--- config.mk ---
export PLATFORM = sky130hd
export DESIGN_NAME = obf_div_cell
export DESIGN_NICKNAME = d
export VERILOG_FILES = /design/src/sv/obf_pkg.sv /design/src/sv/obf_div_cell.sv
export SDC_FILE = /design/constraint.sdc
export NUM_CORES = 1
export LEC_CHECK = 0
export BUFFER_PORTS_ARGS = -buffer_cell sky130_fd_sc_hd__buf_2
export CELL_PAD_IN_SITES_DETAIL_PLACEMENT = 1
export CELL_PAD_IN_SITES_GLOBAL_PLACEMENT = 1
export CORE_AREA = 2 2 197 199
export DETAILED_ROUTE_END_ITERATION = 8
export DIE_AREA = 0 0 199 201
export HOLD_SLACK_MARGIN = 0.02
export PLACE_DENSITY = 0.69
export SYNTH_ARGS = -nofsm -noshare
export SYNTH_HDL_FRONTEND = slang
export SYNTH_SLANG_ARGS = --single-unit
--- constraint.sdc ---
create_clock -name clock -period 3.3 [get_ports clock]
set_clock_uncertainty 0.1 [all_clocks]
set_input_delay 0.495 -clock clock [delete_from_list [all_inputs] [get_ports clock]]
set_output_delay 0.495 -clock clock [all_outputs]
set_load 0.1 [all_outputs]
--- src/sv/obf_pkg.sv ---
// Package: widths, constants and stage types for the orthonormal basis core.
package obf_pkg;

   localparam int FRAC_BITS = 16;
   localparam int W         = FRAC_BITS + 2;   // component width
   localparam int SW        = 2 * W;           // sum of squares width
   localparam int SREMW     = W + 3;           // square root remainder width
   localparam int NW        = W + FRAC_BITS;   // dividend / quotient width
   localparam int DREMW     = W + 1;           // divider remainder width
   localparam int SQRT_CELLS = SW / 2;
   localparam int DIV_CELLS  = NW;

   localparam logic [W-1:0] ONE_FX = W'(1) << FRAC_BITS;

   // Data that rides along with every item down the chain
   typedef struct packed {
      logic                sel;     // 1: |x| > |y|, perp = (-z, 0, x)
      logic                degen;
      logic signed [W-1:0] x;
      logic signed [W-1:0] y;
      logic signed [W-1:0] z;
      logic                neg_a;
      logic                neg_b;
   } side_type;

   typedef struct packed {
      side_type           side;
      logic [SW-1:0]      s;
      logic [SREMW-1:0]   rem;
      logic [W-1:0]       root;
      logic [NW-1:0]      na;
      logic [NW-1:0]      nb;
   } sqrt_stage_type;

   typedef struct packed {
      side_type           side;
      logic [W-1:0]       r;
      logic [NW-1:0]      na;
      logic [NW-1:0]      nb;
      logic [DREMW-1:0]   rema;
      logic [DREMW-1:0]   remb;
      logic [NW-1:0]      qa;
      logic [NW-1:0]      qb;
   } div_stage_type;

endpackage

--- src/sv/obf_div_cell.sv ---
// Divider cell: one quotient bit of two restoring divisions by a shared divisor.
module obf_div_cell (
   input  logic                   clock,
   input  logic                   reset,
   input  logic                   en,
   input  logic                   valid_in,
   input  obf_pkg::div_stage_type stage_in,
   output logic                   valid_out,
   output obf_pkg::div_stage_type stage_out
);

   logic                      valid_ff;
   obf_pkg::div_stage_type    stage_ff, stage_in_nx;
   logic [obf_pkg::DREMW-1:0] rema_sh, remb_sh, dvs;

   always_comb begin
      dvs     = {1'b0, stage_in.r};
      rema_sh = {stage_in.rema[obf_pkg::DREMW-2:0], stage_in.na[obf_pkg::NW-1]};
      remb_sh = {stage_in.remb[obf_pkg::DREMW-2:0], stage_in.nb[obf_pkg::NW-1]};
      stage_in_nx    = stage_in;
      stage_in_nx.na = stage_in.na << 1;
      stage_in_nx.nb = stage_in.nb << 1;
      if (rema_sh >= dvs) begin
         stage_in_nx.rema = rema_sh - dvs;
         stage_in_nx.qa   = {stage_in.qa[obf_pkg::NW-2:0], 1'b1};
      end else begin
         stage_in_nx.rema = rema_sh;
         stage_in_nx.qa   = {stage_in.qa[obf_pkg::NW-2:0], 1'b0};
      end
      if (remb_sh >= dvs) begin
         stage_in_nx.remb = remb_sh - dvs;
         stage_in_nx.qb   = {stage_in.qb[obf_pkg::NW-2:0], 1'b1};
      end else begin
         stage_in_nx.remb = remb_sh;
         stage_in_nx.qb   = {stage_in.qb[obf_pkg::NW-2:0], 1'b0};
      end
   end

   always_ff @(posedge clock) begin
      if (reset) begin
         valid_ff <= 1'b0;
      end else if (en) begin
         valid_ff <= valid_in;
      end
   end

   always_ff @(posedge clock) begin
      if (en) begin
         stage_ff <= stage_in_nx;
      end
   end

   assign valid_out = valid_ff;
   assign stage_out = stage_ff;

endmodule

-- Yosys cells after proc, flatten, opt, wreduce, memory -nomap -nowiden
Cells that the tools add are included.
- memories: 0
- register bits after elaboration: 249
- RAM bits: 0
- word-level logic and storage cells: 23
- bits in latches: 0
- input bits: 254
- output and inout bits: 251
- ROM bits: 0
- multiply operators: 0
- shifts and indexed selects: 0
- equality and inequality tests: 0
- add/subtract/negate cells: 2
- reduce and logical (&&, ||, !) cells: 0
- divide/modulo/power cells: 0
- order comparisons: 2
- bitwise gates (word level): 0
- muxes and demuxes: 4
- operator list (cell ; number):
    >= comparator 19 x 18 -> 1 bit ; 2
    two-way mux 19 bit ; 2
    subtractor 19 x 18 -> 19 bit ; 2
    two-way mux 1 bit ; 2

-- Longest topological paths before layout
- depth in word-level cells: 2
- gate-level depth with buffers: 12
- depth with buffers taken out: 10

-- Least setup slack after synthesis
OpenSTA, ideal clock, no wires.
- path type: input to register
- start: input port stage_in[175] (netlist bit)
- end: register stage_ff, in the netlist stage_out[99] (data pin)
- stages on the path: 11
- data arrival time: 2.672 ns
- data required time: 2.940 ns
- library setup time: 0.260 ns
- path slack: 0.268 ns
- path buffers: 3
- path through: inv_1 -> ha_1 -> nor2b_1 -> o31a_1 -> o21ai_0 -> a21o_1 -> clkbuf_1 -> and2_1 -> buf_6 -> buf_12 -> mux2_4
- RTL lines (element ; line ; text):
    start, declared ; obf_div_cell.sv:7 ; input obf_pkg::div_stage_type stage_in,
    end signal, assigned ; obf_div_cell.sv:49 ; stage_ff <= stage_in_nx;
    end, declared ; obf_div_cell.sv:13 ; obf_pkg::div_stage_type stage_ff, stage_in_nx;

==> summary.txt <==
FF-to-FF Start = valid_out
critical path arrival = 3.28 ns
largest net degree at the start of global routing = 96
worst vdd ir = 368.5 uV
TritonRoute pass-1 iters = 4
Multi-input gate area = 2374 um^2
Crit path required time = 3.47 ns
fin crit share = 94.22%
post-synthesis mux area share = 3.468%
Pint = 6.477 mW
cell count after synthesis = 603
critical path capture point type = flip-flop
GR Util met1 = 22.83%
Skew-Pair Late Insertion Delay = 0.54 ns
GRT Residual Overflow = 0
Cell Area, Synth = 10030 um^2
I/O pin total = 505
Net Sw Frac = 39.17%
setup slack, reg-to-reg = 2.59 ns
CP max FO = 5
grt met3 use = 4.906%
Final Max Slew Viols = 0
detailed placement HPWL = 28730 um
Port Buffers = 498
Compound-Gate Fraction of Synth Area = 8.172%
Clock Path Buffers = 3
DRC Markers = 0
Reg area = 7467 um^2
HP Class = input port to flip-flop
worst reg2reg path endpoint = valid_out
Placement Setup Slack = -0.06464 ns
Area Overhead vs Synth = 63.21%
setup TNS = 0 ns
Reg clk slew, reported paths = 0.06 ns
initial antenna violation count = 13
clock power share = 31.0%
Core ar. = 38110 um^2
max-cap viol count = 0
Power Density = 650.5 nW/um^2
Adder-Cell Fraction of Synth Area = 4.891%
Via Count = 8448
setup slack after layout = 0.1909 ns
ys async rst share = 0%
DRT Wirelength = 42320 um
die height = 201 um
Tmin final = 3.109 ns
Placed Cells = 1632
Post-Synth Simple-Gate Area = 5.003%
worst-margin pin slew = 0.5723 ns
Sequential Power Share = 36.7%
met2 global-route usage = 37.19%
synth warn = 0
dominant synthesized flop cell = edfxtp_1
net switching power = 4.170 mW
sequential-to-total area share from yosys stat = 74.46%
crit path launch = stage_in[179]
Die ar. = 40000 um^2
largest family of logic cells by synthesized area = compound AO/OA/AOI/OAI gates
crit path kind = input port to flip-flop
Final Hold Viols = 0
htree depth = 1
leak pwr = 6.969 nW
Yosys reg bits = 249
Final Net Count = 1638
Clock Sink Count = 249
Overall Global Routing Usage = 20.68%
CP endpoint = stage_out[81]
vias in the first global route = 9239
Starting Density = 26.32%
Iter 0 DRT Violations = 347
max_slew headroom = 62.11%
Critical Path Start Type = input port
Root Buffer = clkbuf_16
Top Usage Layer GRT = met2
R2R depth = 2
CTS Buf Count = 29
area share of xor/xnor cells in the synthesized design = 1.834%
first-pass GRT wire length = 61250 um
Final ANT Viol Nets = 0
DR vias/cell = 4.458
Non-Filler Instances = 1895
RePlAce Congestion = 0.8372
hold_ws = 0.05011 ns
FP Rows = 72
average cell area after synthesis = 16.63 um^2
Die W = 199 um
unique cell type count in the Yosys netlist = 63
outcome = complete, no violations
CTS tree = done
FILL cells = 4102
final setup fails = 0
unrepaired setup endpoints after global routing = false
combinational power share = 32.3%
setup bufs post-CTS = 0
EDFF count, synth = 248
Achievable Freq = 321.6 MHz
utilization after layout = 42.95%
routed len/inst = 22.33 um
layout cell share with drive strength beyond 1 = 44.27%
[cells in the mapped netlist, drive strengths merged (2+ instances only)]
| cell type | count | area share [%] |
|---|---|---|
| edfxtp | 248 | 74 |
| ha | 36 | 4.5 |
| a21oi | 32 | 1.6 |
| inv | 32 | 1.2 |
| mux2 | 27 | 3.1 |
| nor2 | 27 | 1.0 |
| o21ai | 22 | 1.1 |
| nand2 | 21 | 0.81 |
| nand3 | 18 | 0.90 |
| xnor2 | 15 | 1.3 |
| a21o | 11 | 0.84 |
| o21a | 8 | 0.60 |
| clkbuf | 7 | 0.29 |
| nor2b | 7 | 0.44 |
| buf | 6 | 0.65 |
| o31ai | 6 | 0.59 |
| xor2 | 6 | 0.52 |
| a211oi | 5 | 0.37 |
| mux2i | 4 | 0.40 |
| nand4 | 4 | 0.25 |
| o31a | 4 | 0.35 |
| a21boi | 3 | 0.22 |
| and2 | 3 | 0.19 |
| and3 | 3 | 0.19 |
| nor3 | 3 | 0.15 |
| o21bai | 3 | 0.22 |
| a2111oi | 2 | 0.36 |
| a211o | 2 | 0.17 |
| a221oi | 2 | 0.17 |
| a2bb2oi | 2 | 0.17 |
| a311oi | 2 | 0.17 |
| a31oi | 2 | 0.12 |
| and4 | 2 | 0.17 |
| fa | 2 | 0.40 |
| nor3b | 2 | 0.15 |
| nor4 | 2 | 0.12 |
| o211ai | 2 | 0.15 |
| o22ai | 2 | 0.12 |
| or3 | 2 | 0.12 |
| or3b | 2 | 0.17 |
[critical path: stages]
cell           delay [ns]
dlygate4sd3_1        0.55
buf_2                0.12
inv_1                0.07
ha_1                 0.40
and4_1               0.24
nand4_1              0.23
a211oi_2             0.30
buf_4                0.19
o31ai_4              0.06
buf_4                0.16
a221oi_1             0.32
a2bb2oi_1            0.14
[power by group through the flow]
stage / Combinational (mW) / Sequential, mW / Clock, mW
2_1_floorplan: 0.444 / 6.01 / 0
3_3_place_gp: 3.19 / 3.95 / 0
3_5_place_dp: 3.22 / 3.96 / 0
4_1_cts: 3.43 / 3.90 / 3.35
5_1_grt: 3.56 / 3.93 / 3.50
6_report: 3.44 / 3.90 / 3.30
[cell type report]
class,instances,share of cell area [%]
well taps,518,3.960
clock inverters,18,1.277
inverters,32,0.7339
flip-flops and latches,249,45.62
repair buffers,724,29.19
multi-input cells,310,14.50
clock buffers,36,4.594
diodes,8,0.1223
[cells by family (layout without fill, tap and decap cells)]
| group | after synthesis | in the layout |
|---|---|---|
| other cells | 1 | 10 |
| buf+inv | 45 | 810 |
| compound gates | 118 | 118 |
| xor+xnor | 21 | 21 |
| fa+ha+maj | 38 | 38 |
| simple gates | 100 | 100 |
| mux | 31 | 31 |
| flops | 249 | 249 |
[metrics by stage]
stage               instance area [um^2]  total power, mW
floorplan                          10030            6.455
global placement                   13350            7.141
detailed placement                 13350            7.174
CTS                                16320            10.68
global route                       16360            10.99
finish                             16370            10.65
[what timing repair did]
action / CTS / global route
endpoints found under the setup margin: 0 / 17
hold buffers: 201 / 0
endpoints found under the hold margin: 201 / 0
gates resized for setup: 0 / 5
[worst min-delay path by stage]
stage	from	endpoint	slack, ns	cells after the start
CTS	stage_in[198]	stage_out[198]	0.02	1
global route	stage_in[198]	stage_out[198]	0.04	1
detailed placement	valid_out	valid_out	0.40	2
finish	stage_in[198]	stage_out[198]	0.05	1
global placement	valid_out	valid_out	0.39	2
floorplan	reset	valid_out	0.47	1
[sequential cells by signal (all words and copies together) (netlist names)]
register,cells
stage_out,248
valid_out,1
[per-layer routing]
| metal | vias to the layer above | wire length [um] | part of all wire, % |
|---|---|---|---|
| met5 | - | 64 | 0.15 |
| met4 | 10 | 2096 | 5.0 |
| met3 | 102 | 2972 | 7.0 |
| met2 | 352 | 21630 | 51 |
| met1 | 4146 | 15550 | 37 |
| li1 | 3838 | - | - |
[placed cells by master, fill, tap and decap left out, drive strengths merged, types with 6 or more instances in the layout]
cell	netlist	layout
edfxtp	248	248
xor2	6	6
clkbuf	7	36
clkinv	0	10
o21a	8	8
o31ai	6	6
nand3	18	18
mux2	27	27
nand2	21	21
o21ai	22	22
nor2b	7	7
diode	0	8
buf	6	523
a21oi	32	32
dlygate4sd3	0	201
ha	36	36
nor2	27	27
a21o	11	11
inv	32	34
xnor2	15	15
Power figures use the tool's default switching activity.
