### config.mk
export PLATFORM = sky130hd
export DESIGN_NAME = obf_sqrt_cell
export DESIGN_NICKNAME = d
export VERILOG_FILES = /design/src/sv/obf_pkg.sv /design/src/sv/obf_sqrt_cell.sv
export SDC_FILE = /design/constraint.sdc
export NUM_CORES = 1
export LEC_CHECK = 0
export BUFFER_PORTS_ARGS = -buffer_cell sky130_fd_sc_hd__buf_2
export CORE_AREA = 2 2 157 159
export DETAILED_ROUTE_END_ITERATION = 10
export DIE_AREA = 0 0 159 161
export GPL_TIMING_DRIVEN = 0
export PLACE_DENSITY = 0.59
export SKIP_CTS_REPAIR_TIMING = 1
export SYNTH_ARGS = -nofsm -noshare
export SYNTH_HDL_FRONTEND = slang
export SYNTH_SLANG_ARGS = --single-unit
### constraint.sdc
create_clock -name clock -period 3.9 [get_ports clock]
set_clock_uncertainty 0.05 [all_clocks]
set_input_delay 0.78 -clock clock [delete_from_list [all_inputs] [get_ports clock]]
set_output_delay 0.78 -clock clock [all_outputs]
set_load 0.01 [all_outputs]
### src/sv/obf_pkg.sv
// Package: widths, constants and stage types for the orthonormal basis core.
package obf_pkg;

   localparam int FRAC_BITS = 16;
   localparam int W         = FRAC_BITS + 2;   // component width
   localparam int SW        = 2 * W;           // sum of squares width
   localparam int SREMW     = W + 3;           // square root remainder width
   localparam int NW        = W + FRAC_BITS;   // dividend / quotient width
   localparam int DREMW     = W + 1;           // divider remainder width
   localparam int SQRT_CELLS = SW / 2;
   localparam int DIV_CELLS  = NW;

   localparam logic [W-1:0] ONE_FX = W'(1) << FRAC_BITS;

   // Data that rides along with every item down the chain
   typedef struct packed {
      logic                sel;     // 1: |x| > |y|, perp = (-z, 0, x)
      logic                degen;
      logic signed [W-1:0] x;
      logic signed [W-1:0] y;
      logic signed [W-1:0] z;
      logic                neg_a;
      logic                neg_b;
   } side_type;

   typedef struct packed {
      side_type           side;
      logic [SW-1:0]      s;
      logic [SREMW-1:0]   rem;
      logic [W-1:0]       root;
      logic [NW-1:0]      na;
      logic [NW-1:0]      nb;
   } sqrt_stage_type;

   typedef struct packed {
      side_type           side;
      logic [W-1:0]       r;
      logic [NW-1:0]      na;
      logic [NW-1:0]      nb;
      logic [DREMW-1:0]   rema;
      logic [DREMW-1:0]   remb;
      logic [NW-1:0]      qa;
      logic [NW-1:0]      qb;
   } div_stage_type;

endpackage

### src/sv/obf_sqrt_cell.sv
// Square root cell: one result bit of the digit-by-digit integer square root.
module obf_sqrt_cell (
   input  logic                    clock,
   input  logic                    reset,
   input  logic                    en,
   input  logic                    valid_in,
   input  obf_pkg::sqrt_stage_type stage_in,
   output logic                    valid_out,
   output obf_pkg::sqrt_stage_type stage_out
);

   logic                        valid_ff;
   obf_pkg::sqrt_stage_type     stage_ff, stage_in_nx;
   logic [obf_pkg::SREMW-1:0]   rem_sh, trial;

   always_comb begin
      rem_sh = {stage_in.rem[obf_pkg::SREMW-3:0], stage_in.s[obf_pkg::SW-1 -: 2]};
      trial  = obf_pkg::SREMW'({stage_in.root, 2'b01});
      stage_in_nx   = stage_in;
      stage_in_nx.s = stage_in.s << 2;
      if (rem_sh >= trial) begin
         stage_in_nx.rem  = rem_sh - trial;
         stage_in_nx.root = {stage_in.root[obf_pkg::W-2:0], 1'b1};
      end else begin
         stage_in_nx.rem  = rem_sh;
         stage_in_nx.root = {stage_in.root[obf_pkg::W-2:0], 1'b0};
      end
   end

   always_ff @(posedge clock) begin
      if (reset) begin
         valid_ff <= 1'b0;
      end else if (en) begin
         valid_ff <= valid_in;
      end
   end

   always_ff @(posedge clock) begin
      if (en) begin
         stage_ff <= stage_in_nx;
      end
   end

   assign valid_out = valid_ff;
   assign stage_out = stage_ff;

endmodule

* Word-level counts from Yosys, hierarchy flattened
Cells that the tools add are included.
Storage, ports and cells: logic and storage cells 16, output and inout port bits 202, input port bits 205, bits in latches 0, register bits 200, memory bits (read-only) 0, memories 0, bits in writable memories 0
Cells by class: magnitude comparators 1, div/mod/pow operators 0, shifts and indexed selects 0, multiplexer cells 1, bitwise gates (word level) 0, multiply operators 0, eq/ne operators 0, add/subtract/negate cells 1, reduce and logical (&&, ||, !) cells 0
Operators by type and width (count):
- two-way mux 39 bit | 1
- >= comparator 21 x 20 -> 1 bit | 1
- subtractor 21 x 20 -> 21 bit | 1

* Depth between registers and ports, before layout
Gate-level depths: netlist of run 1.
depth in word-level cells 2, mapped depth 10, depth with buffers taken out 9

* Worst setup path before layout of run 1
Ideal clock, no wire load.
path type input-to-reg, start point input port stage_in[76] (netlist bit), end point register stage_ff, in the netlist stage_out[100] (data pin), required time 3590 ps, stages on the path 10, slack 873 ps, path buffers 1, arrival 2717 ps, setup time 260 ps, cell sequence inv_1 -> ha_1 -> a21o_1 -> a21o_1 -> a21o_1 -> a221o_2 -> o21ai_4 -> o41ai_4 -> buf_6 -> mux2_4
RTL lines:
- from (decl) | line obf_sqrt_cell.sv:7 | input obf_pkg::sqrt_stage_type stage_in,
- to (signal assigned) | line obf_sqrt_cell.sv:40 | stage_ff <= stage_in_nx;
- to (decl) | line obf_sqrt_cell.sv:13 | obf_pkg::sqrt_stage_type stage_ff, stage_in_nx;

==> results_dict.tcl, run 1 <==
set metrics [dict create \
    status "finished, final reports clean" \
    clock.fmax_mhz 327.3 \
    coreArea_mm2 0.02396 \
    io_buffers 402 \
    yosysTopAreaCell "edfxtp_1" \
    synthCells 399 \
    grt_use_met1_pct 18.70 \
    cpPeakStageDelay_ns 0.39 \
    syn_area_mm2 0.007475 \
    cp_cell_sequence "buf_2 -> inv_1 -> ha_1 -> nand4_1 -> nor3_1 -> a221o_2 -> o21ai_4 -> o41ai_4 -> buf_6 -> mux2_4" \
    routedWlPerCell_um 18.55 \
    syn_to_final_growth_pct 41.03 \
    holdWs_ns 0.4448 \
    grt_usage_pct 16.29 \
    ys.flop_type "edfxtp_1" \
    peakVddDrop_mv 0.2944 \
    crit_type "in -> reg" \
    period_needed_ns 3.056 \
    fin_util_pct 43.99 \
    crit_arrival_ns 3.18 \
    yosys.cell_types.count 44 \
    final_hold_viol_count 0 \
    min_to "valid_out" \
    p_leak_nw 4.628 \
    drtIter0Drc 346 \
    first_global_vias 4948 \
    hold_class "in -> reg" \
    cts-root-buf "clkbuf_16" \
    drv_cap 0 \
    dr_total_vias 5053 \
    fp.dieH_um 161 \
    critPathLaunchType "input port" \
    htreeDepth 4 \
    dr.pass1.iters 4 \
    cts.reportedPaths.clkPinSlew_ns 0.09 \
    yosysMostFrequentCell "edfxtp_1" \
    yosysSeqAreaShare_pct 80.21 \
    whs_path_depth 2 \
    required_ns 4.02 \
    crit_slowest_cell "ha_1" \
    rsz0062_at_grt "no" \
    reg2reg_to "valid_out" \
    yosysTopAreaCellShare_pct 79.95 \
    antenna_found_initial 3 \
    start_util_pct 31.19 \
    drv_slew 0 \
    critPathCaptureType "flop" \
    worstHoldStart "reset" \
    rows 57 \
    r2r_cells 2 \
    ys_top_cells_by_count "edfxtp_1 (199), inv_1 (26), ha_1 (20), nor2_1 (17), a21oi_1 (16)" \
    gr-usage-met3_pct 4.417 \
    reg2reg_slack_ns 3.25 \
    synth_warnings 0 \
    clock_sinks 200 \
    worstPathMaxFanout 10 \
    pin_count 407 \
    tightest_slew_ns 0.6534 \
    use_met2_pct 29.43 \
    grt_pass1_wl_um 30710 \
    p_per_area_mw_per_mm2 488.1 \
    setup_tns_ns 0 \
    die-area_mm2 0.02560 \
    cts_tree "yes" \
    place.gp.congestion 0.8485 \
    grt_max_degree 126 \
    cts_made_buffers 17 \
    slew_headroom_pct 56.44 \
    via_per_inst 4.360 \
    r2r_start "valid_out" \
    ys_seq_elements 200 \
    clock_path_buffers 2 \
    place_hpwl_um 16690 \
    fin_crit_sh_pct 78.35 \
    grt.overflow.total 0 \
    nNetsFinal 1047 \
    drive_above_1_share_pct 55.16 \
    detail-route-antenna-nets 0 \
    drc 0 \
    top_usage_layer "met2" \
    synth_area_leaders "edfxtp_1 (80%), ha_1 (3.3%), mux2_4 (2.8%)" \
    ys_async_sr_fraction_pct 0 \
    syn_area_per_cell_um2 18.73 \
    drt_wl_total_um 21500 \
    finalSetupViolCount 0 \
    clock_latency_ns 0.43 \
    die_w_um 159 \
    synth_edf_count 199 \
]
## cell families after synthesis
logic type	share of synthesized area [%]
AOI/OAI and AO/OA	5.725
xor gates and xnor gates	1.992
adders and majority gates	3.348
buffers and inverters	2.059
DFF	80.21
muxes	3.649
other	0.05017
and+or+nand+nor	2.963
## cells in the final DEF, fill, tap and decap left out, drive strengths merged, types with 3 or more instances in the layout
cell    Yosys  routed
nor2       17      17
edfxtp    199     199
o21bai      3       3
inv        26      33
xnor2      11      11
mux2i       4       4
xor2        6       6
nand2      13      13
clkbuf      1      18
nand4       5       5
nand3       3       3
a211oi      3       3
buf         7     410
nor3        5       5
ha         20      20
o21ai      10      10
clkinv      0       7
o21a        6       6
a21o        7       7
a21oi      16      16
mux2       16      16
## report_power, final
part | switching, mW | total (mW) | internal (mW)
Clock | 0.915 | 1.79 | 0.876
Combinational | 0.407 | 0.736 | 0.329
Sequential | 0.0417 | 2.62 | 2.58
Total | 1.36 | 5.15 | 3.78
## per-layer routing
| layer | vias up | wire (µm) | part of all wire, % |
|---|---|---|---|
| met5 | - | 27 | 0.13 |
| met4 | 4 | 433 | 2.0 |
| met3 | 25 | 1183 | 5.5 |
| met2 | 199 | 11620 | 54 |
| met1 | 2450 | 8234 | 38 |
| li1 | 2375 | - | - |
## sequential cells by signal, summed over array words and instances (netlist names)
register / count
valid_out: 1
stage_out: 199
## worst max path at each step
stage	startpoint	to	slack [ns]	cells after the start
after floorplan	stage_in[76]	stage_out[100]	0.87	10
after CTS	stage_in[73]	stage_out[93]	0.84	10
after detailed placement	stage_in[73]	stage_out[96]	0.37	10
after global routing	stage_in[71]	stage_out[93]	0.73	10
after global placement	en	valid_out	-0.76	3
final	stage_in[73]	stage_out[93]	0.84	10
## final cells by class
type / count / area, µm²
sequential: 200 / 5996
timing repair buffer: 403 / 2049
multi-input combinational: 166 / 1329
clock inverter: 14 / 180.2
inverter: 26 / 97.59
fill: 2245 / 13420
antenna: 1 / 2.502
buffer: 8 / 56.30
clock buffer: 17 / 425.4
tap: 324 / 405.4
## worst max-delay path, delay by kind of cell
family                   cells  cell delay (ns)
buffers and inverters        3             0.38
multiplexers                 1             0.31
adder cells (fa/ha/maj)      1             0.39
AND/OR/NAND/NOR              2             0.58
AO/OA/AOI/OAI                3             0.72
## per-stage QoR
stage | cells | setup slack (ns) | total power [mW] | area, µm²
floorplan | 400 | 0.8728 | 3.014 | 7478
global placement | 1126 | -0.7637 | 3.415 | 9896
detailed placement | 1127 | 0.3708 | 3.417 | 9933
CTS | 1158 | 0.8394 | 5.225 | 10540
global route | 1159 | 0.7297 | 5.364 | 10540
finish | 1159 | 0.8445 | 5.146 | 10540
Note: power is estimated with default switching activity, not from simulation.
==> run 2: changes to the inputs <==
==> constraint.sdc (replaced) <==
create_clock -name clock -period 2.98 [get_ports clock]
set_clock_uncertainty 0.05 [all_clocks]
set_input_delay 0.596 -clock clock [delete_from_list [all_inputs] [get_ports clock]]
set_output_delay 0.596 -clock clock [all_outputs]
set_load 0.01 [all_outputs]
==> results_dict.tcl, run 2 (synthesized netlist as in run 1, its figures left out) <==
set metrics [dict create \
    fp.dieH_um 161 \
    via_per_inst 4.353 \
    place.gp.congestion 0.8485 \
    layout_commonest_cell "buf_2" \
    grt.overflow.total 0 \
    drive_above_1_share_pct 55.28 \
    peakVddDrop_mv 0.3857 \
    clock_sinks 200 \
    crit_arrival_ns 2.89 \
    first_global_vias 4948 \
    die-area_mm2 0.02560 \
    whs_path_depth 2 \
    detail-route-antenna-nets 0 \
    fin_crit_sh_pct 92.99 \
    grt_pass1_wl_um 30710 \
    hold_class "in -> reg" \
    period_needed_ns 2.771 \
    final_cell_mix "buf_2 (404), edfxtp_1 (199), inv_1 (26)" \
    routedWlPerCell_um 18.60 \
    clock_path_buffers 2 \
    worstHoldStart "reset" \
    reg2reg_slack_ns 2.33 \
    grt_usage_pct 16.29 \
    required_ns 3.10 \
    nNetsFinal 1047 \
    crit_type "in -> reg" \
    drv_cap 0 \
    seq_area_mm2 0.005996 \
    p_leak_nw 4.628 \
    worstPathMaxFanout 10 \
    cts.reportedPaths.clkPinSlew_ns 0.09 \
    final_hold_viol_count 0 \
    r2r_start "valid_out" \
    largest_reg_flops 199 \
    setup_tns_ns 0 \
    finalSetupViolCount 0 \
    rows 57 \
    multi_input_area_mm2 0.001334 \
    place_hpwl_um 16690 \
    p_per_area_mw_per_mm2 638.7 \
    cts_tree "yes" \
    critPathCaptureType "flop" \
    dr.pass1.iters 4 \
    dr_total_vias 5045 \
    cts_made_buffers 17 \
    pin_count 407 \
    reg2reg_to "valid_out" \
    min_to "valid_out" \
    drt_wl_total_um 21560 \
    cts-root-buf "clkbuf_16" \
    htreeDepth 4 \
    die_w_um 159 \
    place_ws_ns -0.3652 \
    clock_latency_ns 0.43 \
    rsz0062_at_grt "no" \
    start_util_pct 31.19 \
    critPathLaunchType "input port" \
    clock.fmax_mhz 360.9 \
    finalWorstSetupSlack_ns 0.2088 \
    grt_max_degree 126 \
    drv_slew 0 \
    syn_to_final_growth_pct 41.10 \
    finalPower_mw 6.737 \
    coreArea_mm2 0.02396 \
    antenna_found_initial 3 \
    drtIter0Drc 365 \
    tightest_slew_ns 0.6571 \
    slew_headroom_pct 56.19 \
    r2r_cells 2 \
    fill_cells 2245 \
    io_buffers 402 \
    status "finished, final reports clean" \
    holdWs_ns 0.2605 \
    drc 0 \
]
==> run 2: cell count changes in the layout (fill, tap and decap cells not counted) <==
cell,delta
nor3_2,+1
nor3_1,-1
==> run 2: layout make-up <==
cell class,count,area share [%]
Sequential cell,200,56.85
Clock inverter,14,1.708
Antenna cell,1,0.02373
Buffer,8,0.5339
Multi-Input combinational cell,166,12.65
Timing Repair Buffer,403,19.43
Tap cell,324,3.844
Inverter,26,0.9254
Clock buffer,17,4.034
==> run 2: metal layers <==
| layer | share of wire [%] | global-route usage (%) | vias to the layer above |
|---|---|---|---|
| li1 | - | - | 2374 |
| met2 | 54 | 29.43 | 207 |
| met5 | 0.13 | 0 | - |
| met3 | 5.5 | 4.417 | 25 |
| met1 | 38 | 18.70 | 2435 |
| met4 | 2.0 | 5.579 | 4 |
==> run 2: worst max path at each step <==
stage / start / end / slack (ns) / cells after the start
2_1_floorplan: stage_in[76] / stage_out[100] / 0.14 / 10
3_3_place_gp: en / valid_out / -1.50 / 3
3_5_place_dp: stage_in[73] / stage_out[96] / -0.37 / 10
4_1_cts: stage_in[73] / stage_out[93] / 0.10 / 10
5_1_grt: stage_in[71] / stage_out[93] / 0.10 / 10
6_report: stage_in[73] / stage_out[93] / 0.21 / 10
==> run 2: power by group <==
group	switching (mW)	internal [mW]	leakage (nW)	total [mW]
logic	0.534	0.430	2.38	0.964
clock network	1.20	1.15	0.292	2.34
registers	0.0549	3.37	1.96	3.43
==> run 2: worst max-delay path, stage by stage <==
cell and delay [ns]:
buf_2 0.08, inv_1 0.04, ha_1 0.39, nand4_1 0.20, nor3_2 0.30, a221o_2 0.24, o21ai_4 0.08, o41ai_4 0.37
buf_6 0.26, mux2_4 0.31
==> run 2: metrics by stage <==
stage	instances	utilization [%]	instance area, µm²
after detailed placement	1127	41.45	9933
after CTS	1158	43.98	10540
final	1159	44.01	10550
after global routing	1159	44.01	10550
after floorplan	400	-	7478
after global placement	1126	41.30	9896
